===== config.mk =====
export PLATFORM = sky130hd
export DESIGN_NAME = calendar_date_unit_top_flat
export DESIGN_NICKNAME = d
export VERILOG_FILES = /design/src/design/cdu_pkg.sv /design/src/design/cdu_if.sv /design/src/design/calendar_date_unit_top.sv /design/src/design/cdu_jdn.sv /design/src/design/cdu_dp.sv /design/src/design/cdu_ctrl.sv /design/src/flat_wrapper.sv
export SDC_FILE = /design/constraint.sdc
export NUM_CORES = 2
export LEC_CHECK = 0
export ABC_AREA = 0
export BUFFER_PORTS_ARGS = -buffer_cell sky130_fd_sc_hd__buf_2
export CORE_MARGIN = 2
export CORE_UTILIZATION = 51
export CTS_BUF_LIST = sky130_fd_sc_hd__clkbuf_4
export DETAILED_ROUTE_END_ITERATION = 10
export GPL_ROUTABILITY_DRIVEN = 0
export PLACE_DENSITY = 0.77
export SLEW_MARGIN = 25
export SYNTH_ARGS = -nofsm -noshare
export SYNTH_HDL_FRONTEND = slang
export SYNTH_SLANG_ARGS = --single-unit

===== constraint.sdc =====
create_clock -name clk -period 7.2 [get_ports clk]
set_clock_uncertainty 0.2 [all_clocks]
set_input_delay 1.44 -clock clk [delete_from_list [all_inputs] [get_ports clk]]
set_output_delay 1.44 -clock clk [all_outputs]
set_load 0.02 [all_outputs]

===== src/design/cdu_pkg.sv =====
// ----------------------------------------------------------------------------
// cdu_pkg
// Shared types, constants and calendar helper functions for the date unit.
// ----------------------------------------------------------------------------
package cdu_pkg;

	// width of the day counter; the day_count field is 16 bits wide
	localparam int COUNT_BITS = 16;
	localparam int COUNT_EXT  = 24;

	typedef enum logic [1:0] {
		CMD_SET = 2'd0,
		CMD_ADD = 2'd1,
		CMD_SUB = 2'd2,
		CMD_CMP = 2'd3
	} cmd_t;

	typedef enum logic [1:0] {
		ERR_NONE  = 2'd0,
		ERR_DATE  = 2'd1,
		ERR_RANGE = 2'd2
	} err_t;

	localparam logic [13:0] YEAR_MIN   = 14'd1;
	localparam logic [13:0] YEAR_MAX   = 14'd9999;
	localparam logic [13:0] YEAR_RESET = 14'd2000;
	localparam logic [13:0] YEAR_SHIFT = 14'd4800;
	localparam logic [3:0]  MONTH_JAN  = 4'd1;
	localparam logic [3:0]  MONTH_FEB  = 4'd2;
	localparam logic [3:0]  MONTH_DEC  = 4'd12;
	localparam logic [4:0]  DAY_FIRST  = 5'd1;
	localparam logic [4:0]  DAY_DEC_END = 5'd31;
	localparam logic [15:0] JDN_BIAS   = 16'd32045;
	localparam logic [12:0] RECIP_100  = 13'd5243;
	localparam logic [8:0]  DAYS_YEAR  = 9'd365;
	localparam logic [6:0]  HUNDRED    = 7'd100;

	localparam logic [4:0] MONTH_LEN [13] = '{
		5'd0, 5'd31, 5'd28, 5'd31, 5'd30, 5'd31, 5'd30,
		5'd31, 5'd31, 5'd30, 5'd31, 5'd30, 5'd31
	};

	typedef struct packed {
		logic load_in;
		logic load_held;
		logic step;
		logic set_err_date;
		logic set_err_range;
		logic jdn_start;
		logic jdn_sel_given;
		logic cap_given;
		logic cap_held;
		logic load_out;
	} cdu_ctl_t;

	typedef struct packed {
		cmd_t cmd;
		logic given_ok;
		logic count_zero;
		logic at_limit;
		logic jdn_done;
	} cdu_sts_t;

	// floor(x / 100) for x < 16384 by reciprocal multiply
	function automatic logic [7:0] div100(input logic [13:0] x);
		logic [26:0] p;
		p = 27'(x) * 27'(RECIP_100);
		return p[26:19];
	endfunction

	// q100 must be floor(y / 100)
	function automatic logic is_leap(input logic [13:0] y, input logic [7:0] q100);
		logic [14:0] hund;
		hund = 15'(q100) * 15'(HUNDRED);
		return (y[1:0] == 2'b00) && ((15'(y) != hund) || (q100[1:0] == 2'b00));
	endfunction

	function automatic logic [4:0] month_days(input logic [3:0] m, input logic leap);
		logic [4:0] n;
		n = 5'd0;
		if (m >= MONTH_JAN && m <= MONTH_DEC) begin
			n = MONTH_LEN[m];
		end
		if (m == MONTH_FEB && leap) begin
			n = n + 5'd1;
		end
		return n;
	endfunction

	// (153 * m' + 2) / 5 with the year starting in march
	function automatic logic [8:0] month_offset(input logic [3:0] m);
		logic [8:0] r;
		case (m)
			4'd1:    r = 9'd306;
			4'd2:    r = 9'd337;
			4'd3:    r = 9'd0;
			4'd4:    r = 9'd31;
			4'd5:    r = 9'd61;
			4'd6:    r = 9'd92;
			4'd7:    r = 9'd122;
			4'd8:    r = 9'd153;
			4'd9:    r = 9'd184;
			4'd10:   r = 9'd214;
			4'd11:   r = 9'd245;
			4'd12:   r = 9'd275;
			default: r = 9'd0;
		endcase
		return r;
	endfunction

endpackage


===== src/design/cdu_if.sv =====
// ----------------------------------------------------------------------------
// cdu_if
// Valid/ready channels of the date unit: command channel and result channel.
// ----------------------------------------------------------------------------
interface cdu_cmd_if;
	logic        valid;
	logic        ready;
	logic [1:0]  command;
	logic [4:0]  day_in;
	logic [3:0]  month_in;
	logic [13:0] year_in;
	logic [15:0] day_count;

	modport source(output valid, command, day_in, month_in, year_in, day_count,
		input ready);
	modport sink(input valid, command, day_in, month_in, year_in, day_count,
		output ready);
endinterface

interface cdu_res_if;
	logic               valid;
	logic               ready;
	logic [4:0]         cur_day;
	logic [3:0]         cur_month;
	logic [13:0]        cur_year;
	logic [22:0]        day_number;
	logic [2:0]         weekday;
	logic signed [22:0] difference;
	logic [1:0]         error;

	modport source(output valid, cur_day, cur_month, cur_year, day_number, weekday,
		difference, error, input ready);
	modport sink(input valid, cur_day, cur_month, cur_year, day_number, weekday,
		difference, error, output ready);
endinterface


===== src/design/calendar_date_unit_top.sv =====
// ----------------------------------------------------------------------------
// calendar_date_unit_top
// Gregorian date register with set, day stepping, compare and day number.
// ----------------------------------------------------------------------------
// Usage:
//   cmd carries one command beat (set, add days, subtract days, compare) with
//   a date and a day count; result returns exactly one beat per command with
//   the held date, its Julian Day Number, weekday (0 = Monday), difference
//   and error code. Both channels use valid/ready.
//   An add or subtract walks the held date one day per cycle until the count
//   runs out or the range end stops the walk early. The day number pipeline
//   then runs for the held date, after a first pass for the given date on a
//   valid compare; one command is in work at a time.
//   cmd is ready again as soon as the result is loaded into the output
//   register, so the next command is taken while that beat waits.
//   If result stalls, the finished command holds in its last state until the
//   output register frees; nothing is dropped.
//   Reset clears control and loads the held date 1-1-2000.
// ----------------------------------------------------------------------------
module calendar_date_unit_top import cdu_pkg::*; (
	input  logic     clk,
	input  logic     arst_n,
	cdu_cmd_if.sink   cmd,
	cdu_res_if.source result
);

	cdu_ctl_t ctl;
	cdu_sts_t st;

	cdu_ctrl u_ctrl (
		.clk       (clk),
		.arst_n    (arst_n),
		.in_valid  (cmd.valid),
		.in_ready  (cmd.ready),
		.out_valid (result.valid),
		.out_ready (result.ready),
		.st        (st),
		.ctl       (ctl)
	);

	cdu_dp u_dp (
		.clk        (clk),
		.arst_n     (arst_n),
		.command    (cmd.command),
		.day_in     (cmd.day_in),
		.month_in   (cmd.month_in),
		.year_in    (cmd.year_in),
		.day_count  (cmd.day_count),
		.ctl        (ctl),
		.st         (st),
		.cur_day    (result.cur_day),
		.cur_month  (result.cur_month),
		.cur_year   (result.cur_year),
		.day_number (result.day_number),
		.weekday    (result.weekday),
		.difference (result.difference),
		.error      (result.error)
	);

endmodule


===== src/design/cdu_jdn.sv =====
// ----------------------------------------------------------------------------
// cdu_jdn
// Six-stage Julian Day Number and weekday pipeline for one valid date.
// ----------------------------------------------------------------------------
module cdu_jdn import cdu_pkg::*; (
	input  logic        clk,
	input  logic        arst_n,
	input  logic        start,
	input  logic [4:0]  day,
	input  logic [3:0]  month,
	input  logic [13:0] year,
	output logic        done,
	output logic [22:0] jdn,
	output logic [2:0]  weekday
);

	logic [5:0]  tok_q;
	logic [13:0] yy_s1;
	logic [8:0]  dm_s1;
	logic [22:0] p365_s2;
	logic [11:0] q4_s2;
	logic [7:0]  q100_s2;
	logic [5:0]  q400_s2;
	logic [8:0]  dm_s2;
	logic [22:0] pos_s3;
	logic [15:0] neg_s3;
	logic [22:0] jdn_s4;
	logic [22:0] jdn_s5;
	logic [5:0]  dsum_s5;
	logic [22:0] jdn_s6;
	logic [2:0]  wd_s6;

	logic        early;
	logic [13:0] yy;
	logic [7:0]  q400_full;
	logic [23:0] jdn_ext;
	logic [5:0]  dsum;
	logic [3:0]  fold;

	always_comb begin
		early = (month <= MONTH_FEB);
		yy    = year + YEAR_SHIFT - 14'(early);
	end

	assign q400_full = div100({2'b00, yy_s1[13:2]});

	// 8 = 1 mod 7, so the octal digit sum keeps the remainder
	always_comb begin
		jdn_ext = {1'b0, jdn_s4};
		dsum = 6'd0;
		for (int i = 0; i < 8; i++) begin
			dsum = dsum + 6'(jdn_ext[3*i +: 3]);
		end
		fold = 4'(dsum_s5[5:3]) + 4'(dsum_s5[2:0]);
	end

	always_ff @(posedge clk or negedge arst_n) begin
		if (!arst_n) begin
			tok_q <= '0;
		end else begin
			tok_q <= {tok_q[4:0], start};
		end
	end

	always_ff @(posedge clk) begin
		yy_s1   <= yy;
		dm_s1   <= 9'(day) + month_offset(month);

		p365_s2 <= 23'(yy_s1) * 23'(DAYS_YEAR);
		q4_s2   <= yy_s1[13:2];
		q100_s2 <= div100(yy_s1);
		q400_s2 <= q400_full[5:0];
		dm_s2   <= dm_s1;

		pos_s3  <= p365_s2 + 23'(q4_s2) + 23'(dm_s2);
		neg_s3  <= 16'(q100_s2) - 16'(q400_s2) + JDN_BIAS;

		jdn_s4  <= pos_s3 - 23'(neg_s3);

		jdn_s5  <= jdn_s4;
		dsum_s5 <= dsum;

		jdn_s6  <= jdn_s5;
		wd_s6   <= (fold >= 4'd7) ? 3'(fold - 4'd7) : 3'(fold);
	end

	assign done    = tok_q[5];
	assign jdn     = jdn_s6;
	assign weekday = wd_s6;

endmodule


===== src/design/cdu_dp.sv =====
// ----------------------------------------------------------------------------
// cdu_dp
// Datapath: held date, day stepper, date check, day number unit, result regs.
// ----------------------------------------------------------------------------
module cdu_dp import cdu_pkg::*; (
	input  logic               clk,
	input  logic               arst_n,
	input  logic [1:0]         command,
	input  logic [4:0]         day_in,
	input  logic [3:0]         month_in,
	input  logic [13:0]        year_in,
	input  logic [15:0]        day_count,
	input  cdu_ctl_t           ctl,
	output cdu_sts_t           st,
	output logic [4:0]         cur_day,
	output logic [3:0]         cur_month,
	output logic [13:0]        cur_year,
	output logic [22:0]        day_number,
	output logic [2:0]         weekday,
	output logic signed [22:0] difference,
	output logic [1:0]         error
);

	cmd_t                  cmd_q;
	logic [4:0]            d_q;
	logic [3:0]            m_q;
	logic [13:0]           y_q;
	logic [COUNT_BITS-1:0] count_q;
	logic [7:0]            gq100_q;
	logic                  given_ok_q;

	logic [4:0]            held_day_q;
	logic [3:0]            held_month_q;
	logic [13:0]           held_year_q;
	logic [13:0]           hyear_s1;
	logic [7:0]            hq100_s1;
	logic                  leap_s2;

	err_t                  err_q;
	logic                  diff_ok_q;
	logic [22:0]           gjdn_q;
	logic [22:0]           jdn_q;
	logic [2:0]            wd_q;

	logic [4:0]            out_day_q;
	logic [3:0]            out_month_q;
	logic [13:0]           out_year_q;
	logic [22:0]           out_jdn_q;
	logic [2:0]            out_wd_q;
	logic [22:0]           out_diff_q;
	err_t                  out_err_q;

	logic [COUNT_EXT-1:0]  count_ext;
	logic                  leap_given;
	logic                  given_ok;
	logic [4:0]            dim_cur;
	logic [4:0]            dim_prev;
	logic                  add_limit;
	logic                  sub_limit;
	logic                  jdn_done;
	logic [22:0]           jdn_res;
	logic [2:0]            wd_res;
	logic [4:0]            jd;
	logic [3:0]            jm;
	logic [13:0]           jy;

	assign count_ext = COUNT_EXT'(day_count);

	always_comb begin
		leap_given = is_leap(y_q, gq100_q);
		given_ok = (y_q >= YEAR_MIN) && (y_q <= YEAR_MAX)
			&& (m_q >= MONTH_JAN) && (m_q <= MONTH_DEC)
			&& (d_q >= DAY_FIRST) && (d_q <= month_days(m_q, leap_given));
		dim_cur  = month_days(held_month_q, leap_s2);
		dim_prev = month_days(held_month_q - 4'd1, leap_s2);
		add_limit = (held_day_q >= dim_cur) && (held_month_q == MONTH_DEC)
			&& (held_year_q >= YEAR_MAX);
		sub_limit = (held_day_q <= DAY_FIRST) && (held_month_q <= MONTH_JAN)
			&& (held_year_q <= YEAR_MIN);
	end

	always_comb begin
		st.cmd        = cmd_q;
		st.given_ok   = given_ok_q;
		st.count_zero = (count_q == '0);
		st.at_limit   = (cmd_q == CMD_ADD) ? add_limit : sub_limit;
		st.jdn_done   = jdn_done;
	end

	// the held leap flag trails the held year through hyear_s1 and leap_s2; february is
	// always at least a month of steps away from a year change
	always_ff @(posedge clk or negedge arst_n) begin
		if (!arst_n) begin
			held_day_q   <= DAY_FIRST;
			held_month_q <= MONTH_JAN;
			held_year_q  <= YEAR_RESET;
			hyear_s1     <= YEAR_RESET;
			hq100_s1     <= div100(YEAR_RESET);
			leap_s2      <= 1'b1;
		end else begin
			hyear_s1 <= held_year_q;
			hq100_s1 <= div100(held_year_q);
			leap_s2  <= is_leap(hyear_s1, hq100_s1);
			if (ctl.load_held) begin
				held_day_q   <= d_q;
				held_month_q <= m_q;
				held_year_q  <= y_q;
			end else if (ctl.step) begin
				if (cmd_q == CMD_ADD) begin
					if (held_day_q >= dim_cur) begin
						if (held_month_q == MONTH_DEC) begin
							held_year_q  <= held_year_q + 14'd1;
							held_month_q <= MONTH_JAN;
						end else begin
							held_month_q <= held_month_q + 4'd1;
						end
						held_day_q <= DAY_FIRST;
					end else begin
						held_day_q <= held_day_q + 5'd1;
					end
				end else begin
					if (held_day_q > DAY_FIRST) begin
						held_day_q <= held_day_q - 5'd1;
					end else if (held_month_q > MONTH_JAN) begin
						held_month_q <= held_month_q - 4'd1;
						held_day_q   <= dim_prev;
					end else begin
						held_year_q  <= held_year_q - 14'd1;
						held_month_q <= MONTH_DEC;
						held_day_q   <= DAY_DEC_END;
					end
				end
			end
		end
	end

	always_ff @(posedge clk) begin
		gq100_q    <= div100(y_q);
		given_ok_q <= given_ok;
		if (ctl.load_in) begin
			cmd_q     <= cmd_t'(command);
			d_q       <= day_in;
			m_q       <= month_in;
			y_q       <= year_in;
			count_q   <= count_ext[COUNT_BITS-1:0];
			err_q     <= ERR_NONE;
			diff_ok_q <= 1'b0;
		end else begin
			if (ctl.step) begin
				count_q <= count_q - COUNT_BITS'(1);
			end
			if (ctl.set_err_date) begin
				err_q <= ERR_DATE;
			end else if (ctl.set_err_range) begin
				err_q <= ERR_RANGE;
			end
			if (ctl.cap_given) begin
				gjdn_q    <= jdn_res;
				diff_ok_q <= 1'b1;
			end
		end
		if (ctl.cap_held) begin
			jdn_q <= jdn_res;
			wd_q  <= wd_res;
		end
		if (ctl.load_out) begin
			out_day_q   <= held_day_q;
			out_month_q <= held_month_q;
			out_year_q  <= held_year_q;
			out_jdn_q   <= jdn_q;
			out_wd_q    <= wd_q;
			out_diff_q  <= diff_ok_q ? (jdn_q - gjdn_q) : 23'd0;
			out_err_q   <= err_q;
		end
	end

	always_comb begin
		jd = ctl.jdn_sel_given ? d_q : held_day_q;
		jm = ctl.jdn_sel_given ? m_q : held_month_q;
		jy = ctl.jdn_sel_given ? y_q : held_year_q;
	end

	cdu_jdn u_jdn (
		.clk     (clk),
		.arst_n  (arst_n),
		.start   (ctl.jdn_start),
		.day     (jd),
		.month   (jm),
		.year    (jy),
		.done    (jdn_done),
		.jdn     (jdn_res),
		.weekday (wd_res)
	);

	assign cur_day    = out_day_q;
	assign cur_month  = out_month_q;
	assign cur_year   = out_year_q;
	assign day_number = out_jdn_q;
	assign weekday    = out_wd_q;
	assign difference = $signed(out_diff_q);
	assign error      = out_err_q;

endmodule


===== src/design/cdu_ctrl.sv =====
// ----------------------------------------------------------------------------
// cdu_ctrl
// Command sequencer: check, step loop, day number passes and result hand-off.
// ----------------------------------------------------------------------------
module cdu_ctrl import cdu_pkg::*; (
	input  logic     clk,
	input  logic     arst_n,
	input  logic     in_valid,
	output logic     in_ready,
	output logic     out_valid,
	input  logic     out_ready,
	input  cdu_sts_t st,
	output cdu_ctl_t ctl
);

	typedef enum logic [8:0] {
		ST_IDLE       = 9'b000000001,
		ST_CHECK1     = 9'b000000010,
		ST_CHECK2     = 9'b000000100,
		ST_BRANCH     = 9'b000001000,
		ST_STEP       = 9'b000010000,
		ST_GIVEN_WAIT = 9'b000100000,
		ST_HELD_START = 9'b001000000,
		ST_HELD_WAIT  = 9'b010000000,
		ST_FINISH     = 9'b100000000
	} state_t;

	state_t state_q;
	state_t state_nxt;
	logic   out_valid_q;

	assign in_ready  = (state_q == ST_IDLE);
	assign out_valid = out_valid_q;

	always_comb begin
		ctl       = '0;
		state_nxt = state_q;
		unique case (state_q)
			ST_IDLE: begin
				if (in_valid) begin
					ctl.load_in = 1'b1;
					state_nxt   = ST_CHECK1;
				end
			end
			// date check runs in the datapath across ST_CHECK1 and ST_CHECK2
			ST_CHECK1: state_nxt = ST_CHECK2;
			ST_CHECK2: state_nxt = ST_BRANCH;
			ST_BRANCH: begin
				unique case (st.cmd) inside
					CMD_SET: begin
						ctl.load_held    = st.given_ok;
						ctl.set_err_date = !st.given_ok;
						state_nxt        = ST_HELD_START;
					end
					CMD_CMP: begin
						if (st.given_ok) begin
							ctl.jdn_start     = 1'b1;
							ctl.jdn_sel_given = 1'b1;
							state_nxt         = ST_GIVEN_WAIT;
						end else begin
							ctl.set_err_date = 1'b1;
							state_nxt        = ST_HELD_START;
						end
					end
					CMD_ADD, CMD_SUB: state_nxt = ST_STEP;
					default: state_nxt = ST_HELD_START;
				endcase
			end
			ST_STEP: begin
				if (st.count_zero) begin
					state_nxt = ST_HELD_START;
				end else if (st.at_limit) begin
					ctl.set_err_range = 1'b1;
					state_nxt         = ST_HELD_START;
				end else begin
					ctl.step = 1'b1;
				end
			end
			ST_GIVEN_WAIT: begin
				if (st.jdn_done) begin
					ctl.cap_given = 1'b1;
					state_nxt     = ST_HELD_START;
				end
			end
			ST_HELD_START: begin
				ctl.jdn_start = 1'b1;
				state_nxt     = ST_HELD_WAIT;
			end
			ST_HELD_WAIT: begin
				if (st.jdn_done) begin
					ctl.cap_held = 1'b1;
					state_nxt    = ST_FINISH;
				end
			end
			ST_FINISH: begin
				if (!out_valid_q || out_ready) begin
					ctl.load_out = 1'b1;
					state_nxt    = ST_IDLE;
				end
			end
			default: state_nxt = ST_IDLE;
		endcase
	end

	always_ff @(posedge clk or negedge arst_n) begin
		if (!arst_n) begin
			state_q     <= ST_IDLE;
			out_valid_q <= 1'b0;
		end else begin
			state_q <= state_nxt;
			if (ctl.load_out) begin
				out_valid_q <= 1'b1;
			end else if (out_ready) begin
				out_valid_q <= 1'b0;
			end
		end
	end

	a_step_legal: assert property (@(posedge clk) disable iff (!arst_n)
		ctl.step |-> (!st.count_zero && !st.at_limit))
		else $error("step issued with zero count or at range limit");

	a_done_expected: assert property (@(posedge clk) disable iff (!arst_n)
		st.jdn_done |-> (state_q == ST_GIVEN_WAIT || state_q == ST_HELD_WAIT))
		else $error("day number result arrived outside a wait state");

	a_accept_check: assert property (@(posedge clk) disable iff (!arst_n)
		(in_valid && in_ready) |=> (state_q == ST_CHECK1))
		else $error("accepted beat did not start the date check");

	a_out_loaded: assert property (@(posedge clk) disable iff (!arst_n)
		ctl.load_out |=> (out_valid_q && state_q == ST_IDLE))
		else $error("result load did not raise valid");

endmodule


===== src/flat_wrapper.sv =====
// flat-port wrapper written by rule: the top's interface ports become plain ports
module calendar_date_unit_top_flat import cdu_pkg::*;
  (clk, arst_n, cmd_valid, cmd_command, cmd_day_in, cmd_month_in, cmd_year_in, cmd_day_count, cmd_ready, result_valid, result_cur_day, result_cur_month, result_cur_year, result_day_number, result_weekday, result_difference, result_error, result_ready);
  cdu_cmd_if cmd_i ();
  cdu_res_if result_i ();
  input  logic clk;
  input  logic arst_n;
  input wire logic [$bits(cmd_i.valid)-1:0] cmd_valid;
  input wire logic [$bits(cmd_i.command)-1:0] cmd_command;
  input wire logic [$bits(cmd_i.day_in)-1:0] cmd_day_in;
  input wire logic [$bits(cmd_i.month_in)-1:0] cmd_month_in;
  input wire logic [$bits(cmd_i.year_in)-1:0] cmd_year_in;
  input wire logic [$bits(cmd_i.day_count)-1:0] cmd_day_count;
  output wire logic [$bits(cmd_i.ready)-1:0] cmd_ready;
  output wire logic [$bits(result_i.valid)-1:0] result_valid;
  output wire logic [$bits(result_i.cur_day)-1:0] result_cur_day;
  output wire logic [$bits(result_i.cur_month)-1:0] result_cur_month;
  output wire logic [$bits(result_i.cur_year)-1:0] result_cur_year;
  output wire logic [$bits(result_i.day_number)-1:0] result_day_number;
  output wire logic [$bits(result_i.weekday)-1:0] result_weekday;
  output wire logic [$bits(result_i.difference)-1:0] result_difference;
  output wire logic [$bits(result_i.error)-1:0] result_error;
  input wire logic [$bits(result_i.ready)-1:0] result_ready;
  assign cmd_i.valid = cmd_valid;
  assign cmd_i.command = cmd_command;
  assign cmd_i.day_in = cmd_day_in;
  assign cmd_i.month_in = cmd_month_in;
  assign cmd_i.year_in = cmd_year_in;
  assign cmd_i.day_count = cmd_day_count;
  assign cmd_ready = cmd_i.ready;
  assign result_valid = result_i.valid;
  assign result_cur_day = result_i.cur_day;
  assign result_cur_month = result_i.cur_month;
  assign result_cur_year = result_i.cur_year;
  assign result_day_number = result_i.day_number;
  assign result_weekday = result_i.weekday;
  assign result_difference = result_i.difference;
  assign result_error = result_i.error;
  assign result_i.ready = result_ready;
  calendar_date_unit_top u_core (.clk(clk), .arst_n(arst_n), .cmd(cmd_i), .result(result_i));
endmodule

# Word-level counts from Yosys, hierarchy flattened

Memories as Yosys holds them, arrays and structs flattened.
Index checks and enable logic that the tools add are counted.

$add $sub $neg: 28
Multipliers: 7
$lt $le $gt $ge: 22
Equality and inequality tests: 27
Mux-type cells: 74
Bitwise logic cells: 4
Reduce and logical (&&, ||, !) cells: 38

Operator list:

| operator                                                               | count |
|---|---|
| 14-bit two-way mux                                                     | 8 |
| 5-bit two-way mux                                                      | 19 |
| 14-bit by 13-bit multiplier with 27-bit output (second input constant) | 3 |
| 9-bit case mux with 9 select lines                                     | 1 |
| 9-bit two-way mux                                                      | 6 |
| 16-bit two-way mux                                                     | 2 |
| 4-bit two-way mux                                                      | 8 |
| 6-bit by 3-bit adder with 6-bit output                                 | 5 |
| 14-bit by 15-bit inequality test with 1-bit output                     | 2 |
| 8-bit by 5-bit multiplier with 13-bit output (second input constant)   | 2 |
| 12-bit by 13-bit multiplier with 25-bit output (second input constant) | 1 |
| 23-bit by 12-bit adder with 23-bit output                              | 1 |
| 23-bit by 9-bit adder with 23-bit output                               | 1 |
| 14-bit by 9-bit multiplier with 23-bit output (second input constant)  | 1 |
| 1-bit two-way mux                                                      | 23 |
| 23-bit by 16-bit subtractor with 23-bit output                         | 1 |
| 23-bit subtractor                                                      | 1 |
| 5-bit by 1-bit adder with 5-bit output (second input constant)         | 4 |
| 9-bit case mux with 2 select lines                                     | 1 |
| 1-bit logical AND                                                      | 17 |
| 16-bit by 15-bit adder with 16-bit output (second input constant)      | 1 |
| 16-bit logical NOT                                                     | 1 |
| 16-bit by 1-bit subtractor with 16-bit output (second input constant)  | 1 |
| 5-bit greater-or-equal comparator (second input constant)              | 3 |
| 57 further kinds                                                       | 87 |

Register bits after elaboration: 436
Memory bits (read-only): 384
Input bits: 45
Output and inout bits: 76
Word-level logic and storage cells: 247
Memories: 4

Memories:

| name             | words | bits a word | read ports | clocked after Yosys merged registers in | wr ports | RTL line      | text |
|---|---|---|---|---|---|---|---|
| (name not given) | 16    | 9           | 1          | 0                                       | 0        | cdu_pkg.sv:93 | `case (m)` |
| (name not given) | 16    | 5           | 1          | 0                                       | 0        | cdu_pkg.sv:82 | `n = MONTH_LEN[m];` |
| (name not given) | 16    | 5           | 1          | 0                                       | 0        | cdu_pkg.sv:82 |  |
| (name not given) | 16    | 5           | 1          | 0                                       | 0        | cdu_pkg.sv:82 |  |

# Logic depth before layout (Yosys ltp)

Word-level depth: 16
Mapped depth: 22
Depth with buffers taken out: 22

# Hierarchy

Synthesis repeated with hierarchy kept, for this count alone.

Cells, all modules: 3322
Area total of the unflattened synthesis: 35091.2 um^2

By module, submodules not included:

| module   | instances | cells an instance | area an instance (um^2) | sequential area each (um^2) |
|---|---|---|---|---|
| cdu_dp   | 1         | 1729              | 18789.3                 | 6337.3 |
| cdu_jdn  | 1         | 1509              | 15551.2                 | 3993.8 |
| cdu_ctrl | 1         | 84                | 750.7                   | 251.5 |

# Least setup slack after synthesis

No wires, ideal clock.

Path kind: input port to flip-flop
Start: input port result_ready
End: register u_core.u_dp.out_day_q[0], in the netlist u_core.u_dp.cur_day[0] (enable)
Setup time: 514 ps
Arrival: 4878 ps
Data required time: 6486 ps
Path slack: 1608 ps
Cell stages on the path: 2
Path buffers: 0
Cells stage by stage: nand2b_1 > nor2b_1

RTL lines:

| element              | RTL line           | text |
|---|---|---|
| from (decl)          | flat_wrapper.sv:23 | `input wire logic [$bits(result_i.ready)-1:0] result_ready;` |
| to (signal assigned) | cdu_dp.sv:167      | `out_day_q <= held_day_q;` |
| to (decl)            | cdu_dp.sv:45       | `logic [4:0] out_day_q;` |

# Final worst setup path

Start: register u_core.u_dp.u_jdn.yy_s1[8]
End: register u_core.u_dp.u_jdn.q100_s2[6]

Longest elaborated chain between the ends: 1

RTL lines:

| element                                        | RTL line      | text |
|---|---|---|
| from (decl)                                    | cdu_jdn.sv:18 | `logic [13:0] yy_s1;` |
| from (signal assigned)                         | cdu_jdn.sv:66 | `yy_s1 <= yy;` |
| 14-bit by 13-bit multiplier with 27-bit output | cdu_pkg.sv:67 | `p = 27'(x) * 27'(RECIP_100);` |
| to (signal assigned)                           | cdu_jdn.sv:71 | `q100_s2 <= div100(yy_s1);` |
| to (decl)                                      | cdu_jdn.sv:22 | `logic [7:0] q100_s2;` |

Every way passes these cells.
A chain may end at the register's enable or synchronous reset.

==> run metrics <==
Avg WL per Cell=approximately 16 microns; fin. max-slew vios=0; status=finished clean; Initial Utilization=51.4%; worst-path maximum fanout=10; crit share post-route=81.5%; pre-CTS WS=1.37 ns; hold depth=0; FP Rows=95; largest area contributor in the netlist=ha_1; Setup crit start kind=flop; GR peak layer=met2; CTS Buffer Depth=3; R2R depth=18; slowest CP cell=dfxtp_1; Crit. End Element=flop; final setup fails=0; Ports=121; top-area cell type share of the netlist area=21.7%; Remaining DRCs=0; initial antenna violation count=4; post-synth net total=about 4200; setup_tns=0 ns; WS Path Type=reg -> reg; gr usage total=20.9%; Yosys reg bits=between 400 and 500; synthesized netlist cell count=3250; CP max stage delay=0.70 ns; clock root cell=clkbuf_4; Post-synth EDFFs=164; CTS sink count=430; hold crit path type=reg -> reg; hpwl dp=56.8 mm; Post-synth ARST share=between 10% and 20%; Slew HR=34.4%; unrepaired setup endpoints after global routing=false; reg2reg setup slack=~1.3 ns; Post-CTS Hold Fix Bufs=0; vias in the first global route=between 20000 and 25000; Max Fclk=0.171 GHz; die span in x=264 microns; launch point of the worst path=u_core.u_dp.u_jdn.yy_s1[8]; htree depth=3; CTS tree=built; worst hold start=u_core.u_dp.u_jdn.jdn_s5[15]; final net count=4411; Worst R2R Start=u_core.u_dp.u_jdn.yy_s1[8]; Synth area leaders=ha_1 22%, fa_1 18%, edfxtp_1 14%; Synthesis Warnings=0; Core Area=67200 sq um; Hold Vio Cnt, Final=0; Post-Syn Area per Cell=10.6 sq um; DIE AREA=69800 sq um; Synth Flop Type=dfxtp_1; PostCTS Resize Cnt=0; CP required=7.77 ns; clock latency on the worst-skew pair=0.88 ns; Routed Antenna Nets=0; Worst Hold Path EP=u_core.u_dp.u_jdn.jdn[15]; vias per cell=5.22; GR Layer Usage met2=34.9%; 1st-pass router iterations=5; Worst Setup Slack, final=between 1 and 1.5 ns; DRT Wirelength=~70 mm; post-CTS setup buffer count=0; Period minus WS final=5.87 ns; Die Y=~260 microns; Seq/Total Area, Yosys=30.6%; via count=23100; first-pass GRT wire length=118 mm; Crit Reg-Reg Endpoint=u_core.u_dp.u_jdn.q100_s2[6]; WP data arrival=around 6.4 ns; met3 usage=3.42%; GRT met1 Usage=27.4%; GR Overflow Total=0; critical path, cell by cell=ha_1 -> inv_1 -> fa_1 -> inv_1 -> fa_1 -> inv_1 -> fa_1 -> fa_1 -> inv_1 -> ha_1 -> or3_1 -> a211o_1 -> a21oi_1 -> a211oi_1 -> o2111ai_1 -> nand3b_1 -> a21oi_1 -> xor2_1; proportion of layout cells with a drive suffix above 1=9.55%; Syn Std Cell Area=34500 sq um; synth-to-layout area growth=8.71%; clock slew at reported path FFs=0.07 ns; Worst-Margin Slew=0.970 ns; Port Buffers=120; largest net degree at the start of global routing=75; initial DRC count=1266; total CTS buffers=~100; post-synth cell types=between 70 and 80; max-cap violations=0
flip-flops by register name, indices dropped and copies added, names as in the netlist, 10 cells and up:
name / count
u_core.u_dp.held_year_q: 14
u_core.u_dp.y_q: 14
u_core.u_dp.u_jdn.jdn: 23
u_core.u_dp.gjdn_q: 23
u_core.u_dp.jdn_q: 23
u_core.u_dp.u_jdn.pos_s3: 23
u_core.u_dp.u_jdn.jdn_s5: 23
u_core.u_dp.u_jdn.neg_s3: 10
u_core.u_dp.day_number: 23
u_core.u_dp.count_q: 16
u_core.u_dp.hyear_s1: 14
u_core.u_dp.difference: 23
u_core.u_dp.u_jdn.q4_s2: 12
u_core.u_dp.cur_year: 14
u_core.u_dp.u_jdn.p365_s2: 23
u_core.u_dp.u_jdn.jdn_s4: 23
u_core.u_dp.u_jdn.yy_s1: 14
synth_stat cells, types with 6 or more instances:
| library cell | number |
|---|---|
| dfrtp_1 | 44 |
| o22ai_1 | 6 |
| a21boi_0 | 22 |
| o21a_1 | 23 |
| or4_1 | 7 |
| nand3_1 | 47 |
| edfxtp_1 | 164 |
| a21o_1 | 59 |
| and3_1 | 19 |
| ha_1 | 600 |
| a211oi_1 | 21 |
| nand4_1 | 15 |
| nand3b_1 | 6 |
| clkbuf_1 | 26 |
| a211o_1 | 8 |
| xor2_1 | 58 |
| nand2b_1 | 29 |
| nor3_1 | 49 |
| o31ai_1 | 11 |
| nand2_1 | 104 |
| dfxtp_1 | 204 |
| or2_2 | 9 |
| nor4_1 | 8 |
| mux2_2 | 6 |
| or3_1 | 17 |
| nor2_1 | 156 |
| a21oi_1 | 124 |
| nor2b_1 | 31 |
| o211ai_1 | 11 |
| inv_1 | 656 |
| fa_1 | 310 |
| a31oi_1 | 17 |
| xnor2_1 | 142 |
| mux2i_1 | 19 |
| o2111ai_1 | 6 |
| and2_1 | 12 |
| nor3b_1 | 9 |
| dfstp_2 | 18 |
| o21ai_0 | 101 |
layer usage:
layer  part of all wire, %  vias up
met5                 0.037        -
met4                   3.0        4
met3                   4.9      136
met2                    47      544
met1                    45    11100
li1                      -    11300
layout make-up:
type	instances	area, sq um
sequential	430	10600
multi-input combinational	2132	21400
clock inverter	42	230
timing repair buffer	132	691
fill	5619	29600
antenna	4	10.0
tap	873	1090
clock buffer	147	1100
inverter	656	2460
cell usage in the layout (no fill, tap or decap), types with 18 or more instances in the layout:
cell and count:
clkbuf_4 147, nor2b_1 30, dfrtp_1 44, o21ai_0 101, nand3_1 47, mux2i_1 19
xor2_1 58, fa_1 310, a21boi_0 22, nor2_1 155, and3_1 19, dfxtp_1 204
clkinv_1 31, nor3_1 49, buf_2 120, edfxtp_1 164, a21o_1 59, xnor2_1 142
a211oi_1 21, nand2_1 103, a21oi_1 124, nand2b_1 29, ha_1 600, dfstp_2 18
inv_1 656, o21a_1 23
worst max path at each step:
| stage | endpoint | slack [ns] | cells after the start |
|---|---|---|---|
| final | u_core.u_dp.u_jdn.q100_s2[6] | 1.33 | 18 |
| after global routing | u_core.u_dp.u_jdn.q400_s2[5] | 1.02 | 18 |
| after CTS | u_core.u_dp.u_jdn.q100_s2[6] | 1.36 | 18 |
| after detailed placement | u_core.u_dp.u_jdn.q100_s2[6] | 1.37 | 18 |
| after global placement | u_core.u_dp.u_jdn.q100_s2[6] | 1.42 | 18 |
| after floorplan | u_core.u_dp.cur_day[0] | 1.61 | 2 |
through the flow:
| stage | hold slack, ns | utilization, % | cells | cell area, sq um |
|---|---|---|---|---|
| detailed placement | 0.112 | 53.9 | 4223 | 36200 |
| global route | 0.102 | 55.9 | 4414 | 37500 |
| finish | 0.107 | 55.9 | 4416 | 37500 |
| floorplan | 0.110 | - | 3250 | 34500 |
| CTS | 0.104 | 55.9 | 4412 | 37500 |
| global placement | 0.111 | 53.9 | 4223 | 36200 |
critical path: cells and delay by family (launching register included):
family                     cells  cell delay (ns)
buffers and inverters          4             0.37
DFF                            1             0.70
xor gates and xnor gates       1             0.15
AOI/OAI and AO/OA              5             1.08
and+or+nand+nor                2             0.51
adders and majority gates      6             2.79
kinds of logic after synthesis:
group / after synthesis / synth area share, %
AO/OA/AOI/OAI: 464 / 8.62
XOR/XNOR: 200 / 5.07
adder cells (fa/ha/maj): 910 / 39.7
buffers and inverters: 688 / 7.54
flip-flops: 430 / 30.6
multiplexers: 25 / 0.746
AND/OR/NAND/NOR: 533 / 7.69
Power is left out: the tool's default activity adds up to more than one toggle a clock period on the data nets, which glitch-free logic cannot reach.
